`src/pfx_pkg.sv`:
```
`default_nettype none

package pfx_pkg;

	localparam int POS_WIDTH  = 11;
	localparam int SIZE_WIDTH = 11;
	localparam int OUT_WIDTH  = 32;
	localparam int EXT_WIDTH  = 64;

	localparam logic [SIZE_WIDTH-1:0] SIZE_RESET = 11'd1024;
	localparam logic [EXT_WIDTH-1:0]  OUT_MAX    = 64'h0000_0000_FFFF_FFFF;

	localparam logic CMD_INCREMENT = 1'b0;
	localparam logic CMD_QUERY     = 1'b1;

	typedef struct packed {
		logic start;
		logic issue;
		logic clr_step;
		logic out_load;
	} ctl_cmd_t;

	typedef struct packed {
		logic walk_more;
		logic clr_last;
		logic out_free;
	} dp_status_t;

endpackage

`default_nettype wire

```
`src/pfx_datapath.sv`:
```
`default_nettype none

module pfx_datapath #(
	parameter int MAX_POSITIONS = 1024,
	parameter int COUNT_WIDTH = 32,
	localparam int AW = $clog2(MAX_POSITIONS + 1),
	localparam int PW = ((AW > pfx_pkg::POS_WIDTH) ? AW : pfx_pkg::POS_WIDTH) + 1
) (
	input  logic                             clk,
	input  logic                             arst_n,
	input  pfx_pkg::ctl_cmd_t                ctl,
	output pfx_pkg::dp_status_t              status,
	input  logic                             cfg_write,
	input  logic [pfx_pkg::SIZE_WIDTH-1:0]   cfg_data,
	input  logic                             command,
	input  logic [pfx_pkg::POS_WIDTH-1:0]    position,
	output logic                             result_valid,
	input  logic                             result_stall,
	output logic [pfx_pkg::OUT_WIDTH-1:0]    prefix_count,
	output logic                             bad_position,
	output logic                             wr_en,
	output logic [AW-1:0]                    wr_addr,
	output logic [COUNT_WIDTH-1:0]           wr_data,
	output logic                             rd_en,
	output logic [AW-1:0]                    rd_addr,
	input  logic [COUNT_WIDTH-1:0]           rd_data
);

	import pfx_pkg::*;

	logic [SIZE_WIDTH-1:0]  size_q;
	logic [AW-1:0]          clr_q;
	logic [PW-1:0]          ptr_q;
	logic [PW-1:0]          eff_q;
	logic                   cmd_q;
	logic                   bad_q;
	logic [COUNT_WIDTH-1:0] acc_q;
	logic [AW-1:0]          addr_s1;
	logic                   vld_s1;
	logic                   result_valid_q;
	logic [OUT_WIDTH-1:0]   prefix_count_q;
	logic                   bad_position_q;

	logic [PW-1:0]          size_ext;
	logic [PW-1:0]          max_pos;
	logic [PW-1:0]          eff_now;
	logic [PW-1:0]          pos_ext;
	logic                   pos_bad;
	logic [PW-1:0]          low_bit;
	logic [PW-1:0]          ptr_next;
	logic [COUNT_WIDTH:0]   acc_wide;
	logic [COUNT_WIDTH-1:0] acc_sat;
	logic [COUNT_WIDTH-1:0] cell_inc;
	logic [EXT_WIDTH-1:0]   acc_ext;
	logic [OUT_WIDTH-1:0]   count_out;

	assign size_ext = PW'(size_q);
	assign max_pos  = PW'(MAX_POSITIONS);
	assign eff_now  = (size_ext > max_pos) ? max_pos : size_ext;
	assign pos_ext  = PW'(position);
	assign pos_bad  = (pos_ext == '0) || (pos_ext > eff_now);

	assign low_bit  = ptr_q & (~ptr_q + PW'(1));
	assign ptr_next = (cmd_q == CMD_INCREMENT) ? ptr_q + low_bit : ptr_q & (ptr_q - PW'(1));

	assign acc_wide = {1'b0, acc_q} + {1'b0, rd_data};
	assign acc_sat  = acc_wide[COUNT_WIDTH] ? '1 : acc_wide[COUNT_WIDTH-1:0];
	assign cell_inc = (&rd_data) ? rd_data : rd_data + COUNT_WIDTH'(1);

	assign acc_ext   = EXT_WIDTH'(acc_q);
	assign count_out = (acc_ext > OUT_MAX) ? '1 : acc_ext[OUT_WIDTH-1:0];

	assign status.walk_more = (ptr_q != '0) && ((cmd_q == CMD_QUERY) || (ptr_q <= eff_q));
	assign status.clr_last  = (clr_q == AW'(MAX_POSITIONS));
	assign status.out_free  = !result_valid_q || !result_stall;

	assign rd_en   = ctl.issue;
	assign rd_addr = ptr_q[AW-1:0];

	always_comb begin
		if (ctl.clr_step) begin
			wr_en   = 1'b1;
			wr_addr = clr_q;
			wr_data = '0;
		end else begin
			wr_en   = vld_s1 && (cmd_q == CMD_INCREMENT);
			wr_addr = addr_s1;
			wr_data = cell_inc;
		end
	end

	always_ff @(posedge clk or negedge arst_n) begin
		if (!arst_n) begin
			size_q         <= SIZE_RESET;
			clr_q          <= '0;
			vld_s1         <= 1'b0;
			result_valid_q <= 1'b0;
		end else begin
			if (cfg_write) begin
				size_q <= cfg_data;
			end
			if (ctl.clr_step) begin
				clr_q <= clr_q + AW'(1);
			end
			vld_s1 <= ctl.issue;
			if (ctl.out_load) begin
				result_valid_q <= 1'b1;
			end else if (!result_stall) begin
				result_valid_q <= 1'b0;
			end
		end
	end

	always_ff @(posedge clk) begin
		if (ctl.start) begin
			cmd_q <= command;
			eff_q <= eff_now;
			acc_q <= '0;
			if (command == CMD_INCREMENT) begin
				bad_q <= pos_bad;
				ptr_q <= pos_bad ? '0 : pos_ext;
			end else begin
				bad_q <= 1'b0;
				ptr_q <= (pos_ext > eff_now) ? eff_now : pos_ext;
			end
		end else begin
			if (ctl.issue) begin
				ptr_q <= ptr_next;
			end
			if (vld_s1 && (cmd_q == CMD_QUERY)) begin
				acc_q <= acc_sat;
			end
		end
		if (ctl.issue) begin
			addr_s1 <= ptr_q[AW-1:0];
		end
		if (ctl.out_load) begin
			prefix_count_q <= count_out;
			bad_position_q <= bad_q;
		end
	end

	assign result_valid = result_valid_q;
	assign prefix_count = prefix_count_q;
	assign bad_position = bad_position_q;

endmodule

`default_nettype wire

```
`config.mk`:
```
export PLATFORM = sky130hd
export DESIGN_NAME = pfx_datapath
export DESIGN_NICKNAME = d
export VERILOG_FILES = /design/src/pfx_pkg.sv /design/src/pfx_datapath.sv
export SDC_FILE = /design/constraint.sdc
export NUM_CORES = 1
export LEC_CHECK = 0
export ABC_CLOCK_PERIOD_IN_PS = 2900
export BUFFER_PORTS_ARGS = -buffer_cell sky130_fd_sc_hd__buf_2
export CORE_ASPECT_RATIO = 1.25
export CORE_UTILIZATION = 45
export DETAILED_ROUTE_END_ITERATION = 6
export HOLD_SLACK_MARGIN = 0.1
export PLACE_DENSITY = 0.7
export RECOVER_POWER = 100
export SYNTH_ARGS = -nofsm -noshare
export SYNTH_HDL_FRONTEND = slang
export SYNTH_SLANG_ARGS = --single-unit
export TNS_END_PERCENT = 30
```
`constraint.sdc`:
```
create_clock -name clk -period 2.9 [get_ports clk]
set_input_delay 0.145 -clock clk [delete_from_list [all_inputs] [get_ports clk]]
set_output_delay 0.145 -clock clk [all_outputs]
set_load 0.01 [all_outputs]
```
==> results.py <==
metrics = {
    "setup_path": {
        "cp_slowest_cell": "or4_4",
        "slowest_delay_ns": 0.57,
        "path_buf_inv": 1,
        "crit_family": "simple AND/OR/NAND/NOR gates",
        "critPathMostFrequentCell": "or3_4",
        "arrival_ns": 2.67,
        "crit_chain": "or4_4 > nand2b_4 > or3_4 > or3_4 > nor4_2 > a21oi_1 > buf_2",
        "start_kind": "register",
        "cp.required_ns": 2.76,
        "path_class": "reg2out",
        "worstPathMaxFanout": 5,
        "end_kind": "primary output",
    },
    "power_and_ir_drop": {
        "power_density_nw_per_um2": 603,
        "power.switching_mw": 1.79,
        "seqPwrFrac": 0.393,
        "comb_power_share": 0.241,
        "vdd_drop_max_mv": 0.383,
        "leakage_nw": 4.05,
        "internal_power_mw": 4.05,
        "pwr-share-clk": 0.366,
        "switching_share": 0.307,
    },
    "sta": {
        "grt_setup_unrepaired": "true",
        "slew_headroom": -0.305,
        "finalCriticalPeriod_ns": 2.82,
        "worst_pin_slew_ns": 1.96,
        "slew_viol_final": 35,
        "fmax_ghz": 0.355,
        "final_hold_viol_count": 0,
        "min_period_over_period": 0.972,
        "clock_skew_ns": 0.0126,
        "setup_viol": 0,
    },
    "run_status": {
        "violations": "capacitance limit, slew limit",
        "status": "finished with violations",
    },
    "synth": {
        "syn_area_sq_um": 7940,
        "synth_flop_cell": "edfxtp_1",
        "async_reset_ff_frac": 0.192,
        "syn-num-nets": 948,
        "synth_cell_types": 67,
        "synth_edf_count": 69,
        "ys_warn_count": 0,
        "synth_seq_cells": 125,
        "syn_inst": 827,
        "seq_area_frac_synth": 0.417,
        "syn_area_per_cell_sq_um": 9.60,
    },
    "finish": {
        "fin_cells": 1235,
        "seq_area_sq_um": 3320,
        "final_util": 0.569,
        "multi_input_area_sq_um": 4320,
        "final_area_sq_um": 9690,
        "n_antenna_cell": 0,
        "finalNetCount": 1123,
        "drive_above_1_share": 0.166,
        "nFillCells": 1556,
        "area_delta_synth_final_pct": 22.0,
    },
    "detailed_routing": {
        "viasPerCell": 5.55,
        "ant_nets": 0,
        "wire_per_inst_um": 16.7,
        "first_pass_iters": 4,
        "wirelength_um": 20700,
        "remaining_drc_errors": 0,
        "vias": 6850,
        "drt_iter0_markers": 341,
    },
    "cts": {
        "root_buffer": "clkbuf_16",
        "cts_sinks": 125,
        "clk_latency_ns": 0.42,
        "clk_pin_slew_ns": 0.06,
        "numCtsBuffers": 17,
        "clock_path_buffers": 2,
        "cts_max_level": 4,
        "cts_tree": "done",
    },
    "global_route": {
        "grt_max_degree": 50,
        "antenna_found_initial": 0,
        "grt_pass1_vias": 6773,
        "track_usage": 0.232,
        "overflow": 0,
        "grt_pass1_wl_um": 32800,
    },
    "floorplan": {
        "fp.coreArea_sq_um": 17000,
        "dieWidth_um": 121,
        "start_util": 0.466,
        "ios": 156,
        "chipHeight_um": 151,
        "dieArea_sq_um": 18200,
        "num_rows": 53,
    },
    "run": {
        "drv_cap": 1,
    },
    "min_path": {
        "min_path_type": "in2reg",
    },
    "place": {
        "dp_hpwl_um": 15400,
        "port_buffers": 155,
        "place_congestion": 0.880,
        "dp_cells": 1182,
        "place_area_sq_um": 8930,
    },
}
[final timing paths]
check	from	endpoint	slack, ns	cells past startpoint
worst max-delay path	ptr_q[2]$_DFFE_PP_	status[2]	0.08	7
worst min-delay path	command	cmd_q$_DFFE_PP_	0.13	1
worst max register to register	acc_q[17]$_SDFFE_PP0P_	acc_q[29]$_SDFFE_PP0P_	0.11	10
worst min register to register	bad_q$_SDFFCE_PP0P_	bad_position$_DFFE_PP_	0.42	0
max in group asynchronous	arst_n	size_q[2]$_DFFE_PN0P_	1.48	2
min in group asynchronous	arst_n	clr_q[7]$_DFFE_PN0P_	0.60	2
[flip-flops by register name, indices dropped and copies added, names as in the netlist]
| name | flops |
|---|---|
| bad_position | 1 |
| ptr_q | 12 |
| vld_s1 | 1 |
| size_q | 11 |
| result_valid | 1 |
| acc_q | 32 |
| addr_s1 | 11 |
| prefix_count | 32 |
| eff_q | 11 |
| bad_q | 1 |
| clr_q | 11 |
| cmd_q | 1 |
[cells by family (layout without fill, tap and decap cells)]
logic type               count (synthesis)  in the layout  share of synthesized area
flip-flops                             125            125                      0.417
adder cells (fa/ha/maj)                 58             58                     0.0923
buffers and inverters                   87            274                     0.0507
multiplexers                            23             23                     0.0323
AND/OR/NAND/NOR                        272            272                      0.169
AO/OA/AOI/OAI                          196            197                      0.165
XOR/XNOR                                66             66                     0.0728
[timing repair]
item,CTS,global route
hold buffers,16,0
resized for setup,5,23
gates cloned,0,3
setup buffers,0,2
endpoints found under the hold margin,37,0
pin swaps,0,6
setup endpoints to repair,26,45
[power by group through the flow]
stage,sequential (mW),combinational [mW],clock [mW]
global placement,2.32,1.35,0
floorplan,2.29,0.942,0
detailed placement,2.32,1.37,0
global route,2.33,1.58,2.24
finish,2.30,1.41,2.13
CTS,2.29,1.40,2.18
[cells in the mapped netlist, types with 4 or more instances]
master	number	area, sq um
o21ai_0	29	145
clkbuf_1	24	90.1
nand3_1	28	140
dfrtp_1	23	576
mux2_2	21	236
dfxtp_1	32	641
buf_4	12	90.1
nor4_1	5	31.3
and4_1	5	43.8
inv_1	43	161
a21o_1	20	150
ha_1	57	713
nand4_1	11	68.8
edfxtp_1	69	2070
a31oi_1	11	68.8
nand2b_1	12	75.1
o31ai_1	4	30.0
nor2_1	83	312
o211ai_1	6	45.0
or3_1	6	37.5
xor2_1	41	359
a21oi_1	48	240
xnor2_1	25	219
a211oi_1	37	278
and3_1	13	81.3
nor3_1	14	70.1
a221oi_1	4	35.0
buf_6	4	45.0
nand2_1	61	229
nor2b_1	14	87.6
o22ai_1	4	25.0
a41oi_1	5	43.8
[cell usage in the layout, fill, tap and decap left out, types with 4 or more instances in the layout]
| master | synthesis | final |
|---|---|---|
| o211ai_1 | 6 | 6 |
| dfrtp_1 | 23 | 23 |
| a21oi_1 | 48 | 44 |
| a41oi_1 | 5 | 4 |
| or3_1 | 6 | 6 |
| xnor2_1 | 25 | 25 |
| buf_2 | 1 | 66 |
| nand2_1 | 61 | 61 |
| a221oi_1 | 4 | 4 |
| buf_4 | 12 | 18 |
| xor2_1 | 41 | 41 |
| clkbuf_16 | 0 | 18 |
| o21ai_1 | 1 | 4 |
| clkinvlp_4 | 0 | 4 |
| a21o_1 | 20 | 20 |
| nor2b_1 | 14 | 14 |
| a21oi_2 | 0 | 4 |
| nor3_1 | 14 | 14 |
| nand2b_1 | 12 | 11 |
| inv_1 | 43 | 43 |
| a31oi_1 | 11 | 11 |
| mux2_2 | 21 | 21 |
| nor2_1 | 83 | 82 |
| a211oi_1 | 37 | 37 |
| nand3_1 | 28 | 28 |
| o21ai_0 | 29 | 26 |
| edfxtp_1 | 69 | 69 |
| dfxtp_1 | 32 | 31 |
| o22ai_1 | 4 | 4 |
| ha_1 | 57 | 55 |
| and4_1 | 5 | 5 |
| nor4_1 | 5 | 4 |
| and3_1 | 13 | 13 |
| clkbuf_1 | 24 | 94 |
| dlygate4sd3_1 | 0 | 16 |
| nand4_1 | 11 | 11 |
[per-stage QoR]
step                      TNS, ns  worst slack [ns]  hold WS (ns)  total power, mW
after global routing       -0.231           -0.0514         0.118             6.15
after global placement          0            0.0553         0.174             3.67
final                           0            0.0819         0.134             5.84
after floorplan                 0             0.206        -0.151             3.23
after detailed placement  -0.0509           -0.0509         0.177             3.69
after CTS                       0            0.0261         0.106             5.88
[layer usage]
layer  wire, um  GRT usage  vias to the layer above
met2      10700      0.423                      186
met5          0          0                        -
met1       8510      0.259                     3261
li1           -          -                     3370
met4        575     0.0944                        0
met3        858     0.0508                       33
[final cells by class]
class	count	area share
Multi-Input combinational cell	616	0.446
Sequential cell	125	0.342
Timing Repair Buffer	199	0.104
Clock buffer	19	0.0479
Tap cell	220	0.0284
Inverter	43	0.0167
Clock inverter	13	0.0143
Note: power is estimated with default switching activity, not from simulation.
