**src/pfx_pkg.sv**
```systemverilog
`default_nettype none

package pfx_pkg;

	localparam int POS_WIDTH  = 11;
	localparam int SIZE_WIDTH = 11;
	localparam int OUT_WIDTH  = 32;
	localparam int EXT_WIDTH  = 64;

	localparam logic [SIZE_WIDTH-1:0] SIZE_RESET = 11'd1024;
	localparam logic [EXT_WIDTH-1:0]  OUT_MAX    = 64'h0000_0000_FFFF_FFFF;

	localparam logic CMD_INCREMENT = 1'b0;
	localparam logic CMD_QUERY     = 1'b1;

	typedef struct packed {
		logic start;
		logic issue;
		logic clr_step;
		logic out_load;
	} ctl_cmd_t;

	typedef struct packed {
		logic walk_more;
		logic clr_last;
		logic out_free;
	} dp_status_t;

endpackage

`default_nettype wire

```
**src/pfx_controller.sv**
```systemverilog
`default_nettype none

module pfx_controller (
	input  logic                clk,
	input  logic                arst_n,
	input  logic                item_valid,
	output logic                item_stall,
	input  pfx_pkg::dp_status_t status,
	output pfx_pkg::ctl_cmd_t   ctl
);

	import pfx_pkg::*;

	typedef enum logic [1:0] {
		ST_CLEAR,
		ST_IDLE,
		ST_WALK,
		ST_DRAIN
	} state_t;

	state_t state_q;

	assign item_stall = (state_q != ST_IDLE);

	always_comb begin
		ctl = '0;
		unique case (state_q)
			ST_CLEAR: ctl.clr_step = 1'b1;
			ST_IDLE:  ctl.start    = item_valid;
			ST_WALK:  ctl.issue    = status.walk_more;
			ST_DRAIN: ctl.out_load = status.out_free;
			default:  ctl = '0;
		endcase
	end

	always_ff @(posedge clk or negedge arst_n) begin
		if (!arst_n) begin
			state_q <= ST_CLEAR;
		end else begin
			unique case (state_q)
				ST_CLEAR: begin
					if (status.clr_last) begin
						state_q <= ST_IDLE;
					end
				end
				ST_IDLE: begin
					if (item_valid) begin
						state_q <= ST_WALK;
					end
				end
				ST_WALK: begin
					if (!status.walk_more) begin
						state_q <= ST_DRAIN;
					end
				end
				ST_DRAIN: begin
					if (status.out_free) begin
						state_q <= ST_IDLE;
					end
				end
				default: state_q <= ST_CLEAR;
			endcase
		end
	end

endmodule

`default_nettype wire

```
**config.mk**
```make
export PLATFORM = sky130hd
export DESIGN_NAME = pfx_controller
export DESIGN_NICKNAME = d
export VERILOG_FILES = /design/src/pfx_pkg.sv /design/src/pfx_controller.sv
export SDC_FILE = /design/constraint.sdc
export NUM_CORES = 1
export LEC_CHECK = 0
export ABC_AREA = 1
export BUFFER_PORTS_ARGS = -buffer_cell sky130_fd_sc_hd__buf_4
export CORE_AREA = 2 2 39 41
export DETAILED_ROUTE_END_ITERATION = 6
export DIE_AREA = 0 0 41 43
export GPL_TIMING_DRIVEN = 0
export MAX_ROUTING_LAYER = met4
export PLACE_DENSITY = 0.48
export SLEW_MARGIN = 40
export SYNTH_ARGS = -nofsm -noshare
export SYNTH_HDL_FRONTEND = slang
export SYNTH_SLANG_ARGS = --single-unit
```
**constraint.sdc**
```tcl
create_clock -name clk -period 1.1 [get_ports clk]
set_input_delay 0.165 -clock clk [delete_from_list [all_inputs] [get_ports clk]]
set_output_delay 0.165 -clock clk [all_outputs]
set_load 0.02 [all_outputs]
```
==> run_results.csv, run 1 <==
group,metric,value,unit
status,status,"complete, but fails checks",
status,violations,"negative setup slack",
setup_path,critPathLaunchType,"register",
setup_path,crit_required,0.94,ns
cells_and_area,area_growth,102.9,%
yosys,syn_area,215.2,um^2
timing,fin_tns_setup,-0.9132,ns
timing,fmax,794.3,MHz
cells_and_area,largest_reg_flops,2,
setup_path,path_class,"reg2out",
global_route,gr-total-overflow,0,
setup_path,rr_endpoint,"state_q[1]$_DFFE_PN0P_",
yosys,synthCells,30,
setup_path,rr_worst_depth,7,
route,drc_errors,0,
clocking,cts_tree,"built",
timing,min_period_over_period,1.145,
cells_and_area,drive_gt1_frac,0.7083,
power_and_ir_drop,p_per_area,2749,mW/mm^2
yosys,synth-seq-cells,2,
setup_path,worstSetupEndpointType,"output port",
global_route,grt_pass1_wl,772,um
place,dp_cells,56,
floorplan,ios,11,
timing,period_needed,1.259,ns
cells_and_area,reg_top3,"state_q: 2 flops",
cells_and_area,regMostFlops,"state_q",
setup_path,path_common_cell,"buf_6",
cells_and_area,num_antenna_cells,0,
floorplan,die_y,43,um
place,gp_congestion,0.7264,
power_and_ir_drop,total_leakage_power,0.0002366,uW
route,vias,229,
clocking,clock_path_buffers,2,
setup_path,cp_cell_sequence,"inv_2 > buf_6 > ha_4 > buf_6",
place,port_buffers,10,
timing,rsz0062_at_grt,"yes",
clocking,root_buffer,"clkbuf_4",
global_route,grt_pass1_vias,229,
route,drtIter0Drc,1,
clocking,numCtsBuffers,3,
flow_run,cap_violations,0,
power_and_ir_drop,ir_worst_vdd,866.9,uV
timing,fin_skew,0.001016,ns
clocking,clock-sinks,2,
place,dpl.hpwl,338.8,um
route,drt_pass1_iterations,2,
setup_path,reg2reg_slack,-0.09,ns
cells_and_area,fill_cells,157,
timing,worst_pin_slew,0.1580,ns
timing,drv_slew,0,
yosys,synth_cell_types,8,
setup_path,crit_fanout,4,
clocking,htreeDepth,1,
floorplan,initial_core_util,0.1555,
cells_and_area,fin_cells,64,
timing,setup_slack,-0.1590,ns
setup_path,slowest_delay,0.40,ns
yosys,synth.yosys.seq_area_share,0.2326,
clocking,cts.reportedPaths.clkPinSlew,0.03,ns
timing,max_slew_margin,0.8946,
floorplan,core-area,0.001384,mm^2
global_route,antenna_found_initial,0,
yosys,yosysWarnings,0,
yosys,syn_avg_cell_area,7.174,um^2
yosys,syn-num-nets,40,
global_route,grt_usage,0.07495,
floorplan,fp.dieW,41,um
global_route,grt_max_degree,5,
power_and_ir_drop,totalPowerFinal,1200,uW
worst_hold_path,hold_path.class,"in2async",
setup_path,cp.arrival,1.09,ns
timing,finalSetupViolations,7,
floorplan,num_rows,14,
route,ant_nets,0,
setup_path,timing.rr.start,"state_q[1]$_DFFE_PN0P_",
timing,hold_violations,0,
route,drt-total-wl,473,um
cells_and_area,nets,60,
timing,holdWs,0.2644,ns
clocking,clk_latency,0.22,ns
route,wire_per_inst,7.391,um
setup_path,critPathSlowestCell,"dfrtp_1",
route,detail_route.vias_per_cell,3.578,
floorplan,dieArea,0.001763,mm^2
[power breakdown]
part | switching, uW | total (uW) | leakage [uW] | internal (uW)
Combinational | 424 | 864 | 0.000200 | 440
Sequential | 55.6 | 176 | 0.0000226 | 120
Clock | 40.1 | 160 | 0.0000138 | 120
[final cells by class]
type / count / area, um^2 / area share
inverter: 9 / 33.78 / 0.07736
sequential: 2 / 51.30 / 0.1175
clock buffer: 3 / 22.52 / 0.05158
timing repair buffer: 15 / 133.9 / 0.3066
tap: 16 / 20.02 / 0.04585
multi-input combinational: 19 / 175.2 / 0.4011
[synthesized netlist by cell type]
library cell	count	share of area
o21ai_1	2	0.047
ha_1	4	0.23
nand2_1	8	0.14
nand2_4	1	0.052
dfrtp_1	2	0.23
nor2_4	1	0.052
nand2_2	3	0.087
inv_1	9	0.16
[cell usage in the layout, fill, tap and decap left out, types with 2 or more instances in the layout]
master    Yosys  layout
nand2_4       1       2
inv_1         9       5
nand2_2       3       4
ha_2          0       2
buf_4         0       9
ha_4          0       2
clkbuf_4      0       3
buf_6         0       5
inv_2         0       4
nand2_1       8       6
[how the worst max path moves through the flow]
stage | start | slack (ns) | to
after floorplan | state_q[0]$_DFFE_PN0P_ | 0.01 | state_q[0]$_DFFE_PN0P_
after global placement | state_q[1]$_DFFE_PN0P_ | -0.08 | state_q[0]$_DFFE_PN0P_
after detailed placement | state_q[1]$_DFFE_PN0P_ | -0.09 | state_q[1]$_DFFE_PN0P_
after CTS | state_q[0]$_DFFE_PN0P_ | -0.17 | ctl[0]
after global routing | state_q[1]$_DFFE_PN0P_ | -0.23 | ctl[1]
final | state_q[1]$_DFFE_PN0P_ | -0.16 | ctl[1]
[per-stage QoR]
stage                       util  setup slack [ns]  instance area (um^2)
final                     0.3156           -0.1590                 436.7
after global routing      0.3156           -0.2322                 436.7
after CTS                 0.3002           -0.1716                 415.4
after detailed placement  0.2333          -0.08781                 322.8
after global placement    0.2333          -0.07649                 322.8
after floorplan                -           0.01146                 227.7
[repair_timing]
| action | 4_1_cts | 5_1_grt |
|---|---|---|
| setup buffers | 3 | 1 |
| hold endpoints to repair | 2 | 0 |
| pin swaps | 1 | 2 |
| resized for setup | 13 | 5 |
| hold buffers | 1 | 0 |
| setup endpoints to repair | 7 | 7 |
[per-layer routing]
layer	global-route usage	vias up	wire (um)	part of all wire
li1	-	120	-	-
met1	0.06390	105	164	0.35
met2	0.1000	4	286	0.60
met3	0.04712	0	23	0.049
met4	0.08000	0	0	0
met5	-	-	0	0
[cells by family after synthesis]
group                      count (synthesis)  share of synthesized area
adders and majority gates                  4                     0.2326
and+or+nand+nor                           13                     0.3314
AOI/OAI and AO/OA                          2                    0.04651
buffers and inverters                      9                     0.1570
DFF                                        2                     0.2326
[critical path, delay by kind of cell (launching register included)]
kind / cells / cell delay, ns
adders and majority gates: 1 / 0.15
buffers and inverters: 3 / 0.32
DFF: 1 / 0.40
(Power assumes the default switching activity.)
==> inputs of run 2 (changes only) <==
--- a/config.mk
+++ b/config.mk
@@ -12,7 +12,7 @@
 export DIE_AREA = 0 0 41 43
 export GPL_TIMING_DRIVEN = 0
 export MAX_ROUTING_LAYER = met4
-export PLACE_DENSITY = 0.48
+export PLACE_DENSITY = 0.47
 export SLEW_MARGIN = 40
 export SYNTH_ARGS = -nofsm -noshare
 export SYNTH_HDL_FRONTEND = slang
==> constraint.sdc (replaced) <==
create_clock -name clk -period 1.2 [get_ports clk]
set_input_delay 0.18 -clock clk [delete_from_list [all_inputs] [get_ports clk]]
set_output_delay 0.18 -clock clk [all_outputs]
set_load 0.02 [all_outputs]
==> run_results.csv, run 2 (synthesis results as in run 1) <==
group,metric,value,unit
clocking,numCtsBuffers,3,
setup_path,critPathLaunchType,"register",
place,gp_congestion,0.6543,
timing,drv_slew,0,
floorplan,num_rows,14,
cells_and_area,reg_top3,"state_q: 2 flops",
cells_and_area,num_antenna_cells,0,
cells_and_area,largest_reg_flops,2,
route,drt-total-wl,427,um
cells_and_area,layout_commonest_cell,"nand2_1",
global_route,antenna_found_initial,0,
timing,fin_skew,0.006516,ns
setup_path,crit_fanout,4,
power_and_ir_drop,ir_worst_vdd,655.0,uV
cells_and_area,fill_cells,157,
global_route,grt_pass1_wl,703,um
clocking,cts_tree,"built",
power_and_ir_drop,combPwrFrac,0.670,
cells_and_area,drive_gt1_frac,0.6667,
floorplan,die_y,43,um
clocking,clk_latency,0.23,ns
global_route,gr-total-overflow,0,
setup_path,worstSetupEndpointType,"output port",
status,status,"complete, but fails checks",
route,drtIter0Drc,2,
cells_and_area,regMostFlops,"state_q",
status,violations,"negative setup slack",
power_and_ir_drop,swShare,0.4589,
power_and_ir_drop,total_leakage_power,0.0002257,uW
timing,holdWs,0.2675,ns
worst_hold_path,hold_path.class,"in2async",
setup_path,cp.arrival,1.10,ns
timing,hold_violations,0,
timing,fin_tns_setup,-0.3289,ns
place,port_buffers,10,
route,vias,223,
timing,max_slew_margin,0.9138,
timing,setup_slack,-0.07698,ns
timing,rsz0062_at_grt,"yes",
power_and_ir_drop,p_per_area,2443,mW/mm^2
cells_and_area,area_growth,90.12,%
timing,fmax,783.1,MHz
timing,period_needed,1.277,ns
route,wire_per_inst,7.000,um
setup_path,crit_required,1.02,ns
cells_and_area,nets,57,
floorplan,initial_core_util,0.1555,
clocking,clock-sinks,2,
floorplan,dieArea,0.001763,mm^2
route,detail_route.vias_per_cell,3.656,
global_route,grt_pass1_vias,214,
route,ant_nets,0,
setup_path,path_class,"reg2out",
route,drc_errors,0,
power_and_ir_drop,internal_power,541.0,uW
timing,finalSetupViolations,5,
clocking,root_buffer,"clkbuf_4",
clocking,clock_path_buffers,2,
place,dpl.hpwl,321.3,um
power_and_ir_drop,totalPowerFinal,999.7,uW
route,drt_pass1_iterations,2,
floorplan,core-area,0.001384,mm^2
power_and_ir_drop,clkPwrFrac,0.155,
timing,min_period_over_period,1.064,
clocking,htreeDepth,1,
cells_and_area,layout_common_cells,"nand2_1 (7), buf_4 (6), inv_1 (5), buf_6 (5), inv_2 (4)",
global_route,grt_max_degree,5,
flow_run,cap_violations,0,
floorplan,ios,11,
clocking,cts.reportedPaths.clkPinSlew,0.03,ns
power_and_ir_drop,sequentialPowerShare,0.175,
floorplan,fp.dieW,41,um
global_route,grt_usage,0.06687,
power_and_ir_drop,p_sw,458.7,uW
timing,worst_pin_slew,0.1293,ns
run 2: power groups by stage:
stage	sequential (uW)	clock (uW)	combinational, uW
after floorplan	135	0	389
after global placement	147	0	541
after detailed placement	148	0	543
after CTS	177	161	653
after global routing	181	169	752
final	175	155	670
run 2: layout make-up:
cell class / count / area, um^2 / share of cell area
well taps: 16 / 20.02 / 0.04893
multi-input cells: 19 / 168.9 / 0.4128
repair buffers: 12 / 111.4 / 0.2722
inverters: 9 / 33.78 / 0.08257
clock buffers: 3 / 22.52 / 0.05505
flip-flops and latches: 2 / 52.55 / 0.1284
run 2: worst paths after layout:
kind | startpoint | endpoint | slack (ns) | depth (start not counted)
max reg2reg | state_q[0]$_DFFE_PN0P_ | state_q[0]$_DFFE_PN0P_ | 0.04 | 8
min | arst_n | state_q[1]$_DFFE_PN0P_ | 0.27 | 2
max in group asynchronous | arst_n | state_q[0]$_DFFE_PN0P_ | 0.83 | 2
max | state_q[0]$_DFFE_PN0P_ | ctl[0] | -0.08 | 4
min reg2reg | state_q[1]$_DFFE_PN0P_ | state_q[1]$_DFFE_PN0P_ | 0.57 | 2
min in group clk | status[0] | state_q[1]$_DFFE_PN0P_ | 0.39 | 6
run 2: repair_timing:
item / CTS / global route
resized for setup: 15 / 4
endpoints found under the setup margin: 5 / 7
pin swaps: 1 / 1
buffers inserted: 1 / 0
endpoints found under the hold margin: 2 / 0
hold buffers: 1 / 0
run 2: layer usage:
layer  GRT usage  routed length [um]  vias to the layer above
met2     0.09375                 211                        7
met1     0.06431                 163                       98
met4     0.08000                  23                        0
li1            -                   -                      116
met5           -                   0                        -
met3     0.01571                  28                        2
run 2: metrics by stage:
stage                     area (um^2)  worst slack [ns]    util  instances
after floorplan                 215.2           0.03292       -         30
after global placement          310.3           0.05177  0.2242         56
after detailed placement        310.3           0.04716  0.2242         56
after CTS                       397.9          -0.09079  0.2875         61
after global routing            409.1           -0.1328  0.2957         61
final                           409.1          -0.07698  0.2957         61
run 2: critical path: stages, from the launching register on:
cell and delay, ns:
dfrtp_2 0.44, ha_2 0.21, nand2_1 0.05, inv_1 0.03, buf_4 0.14
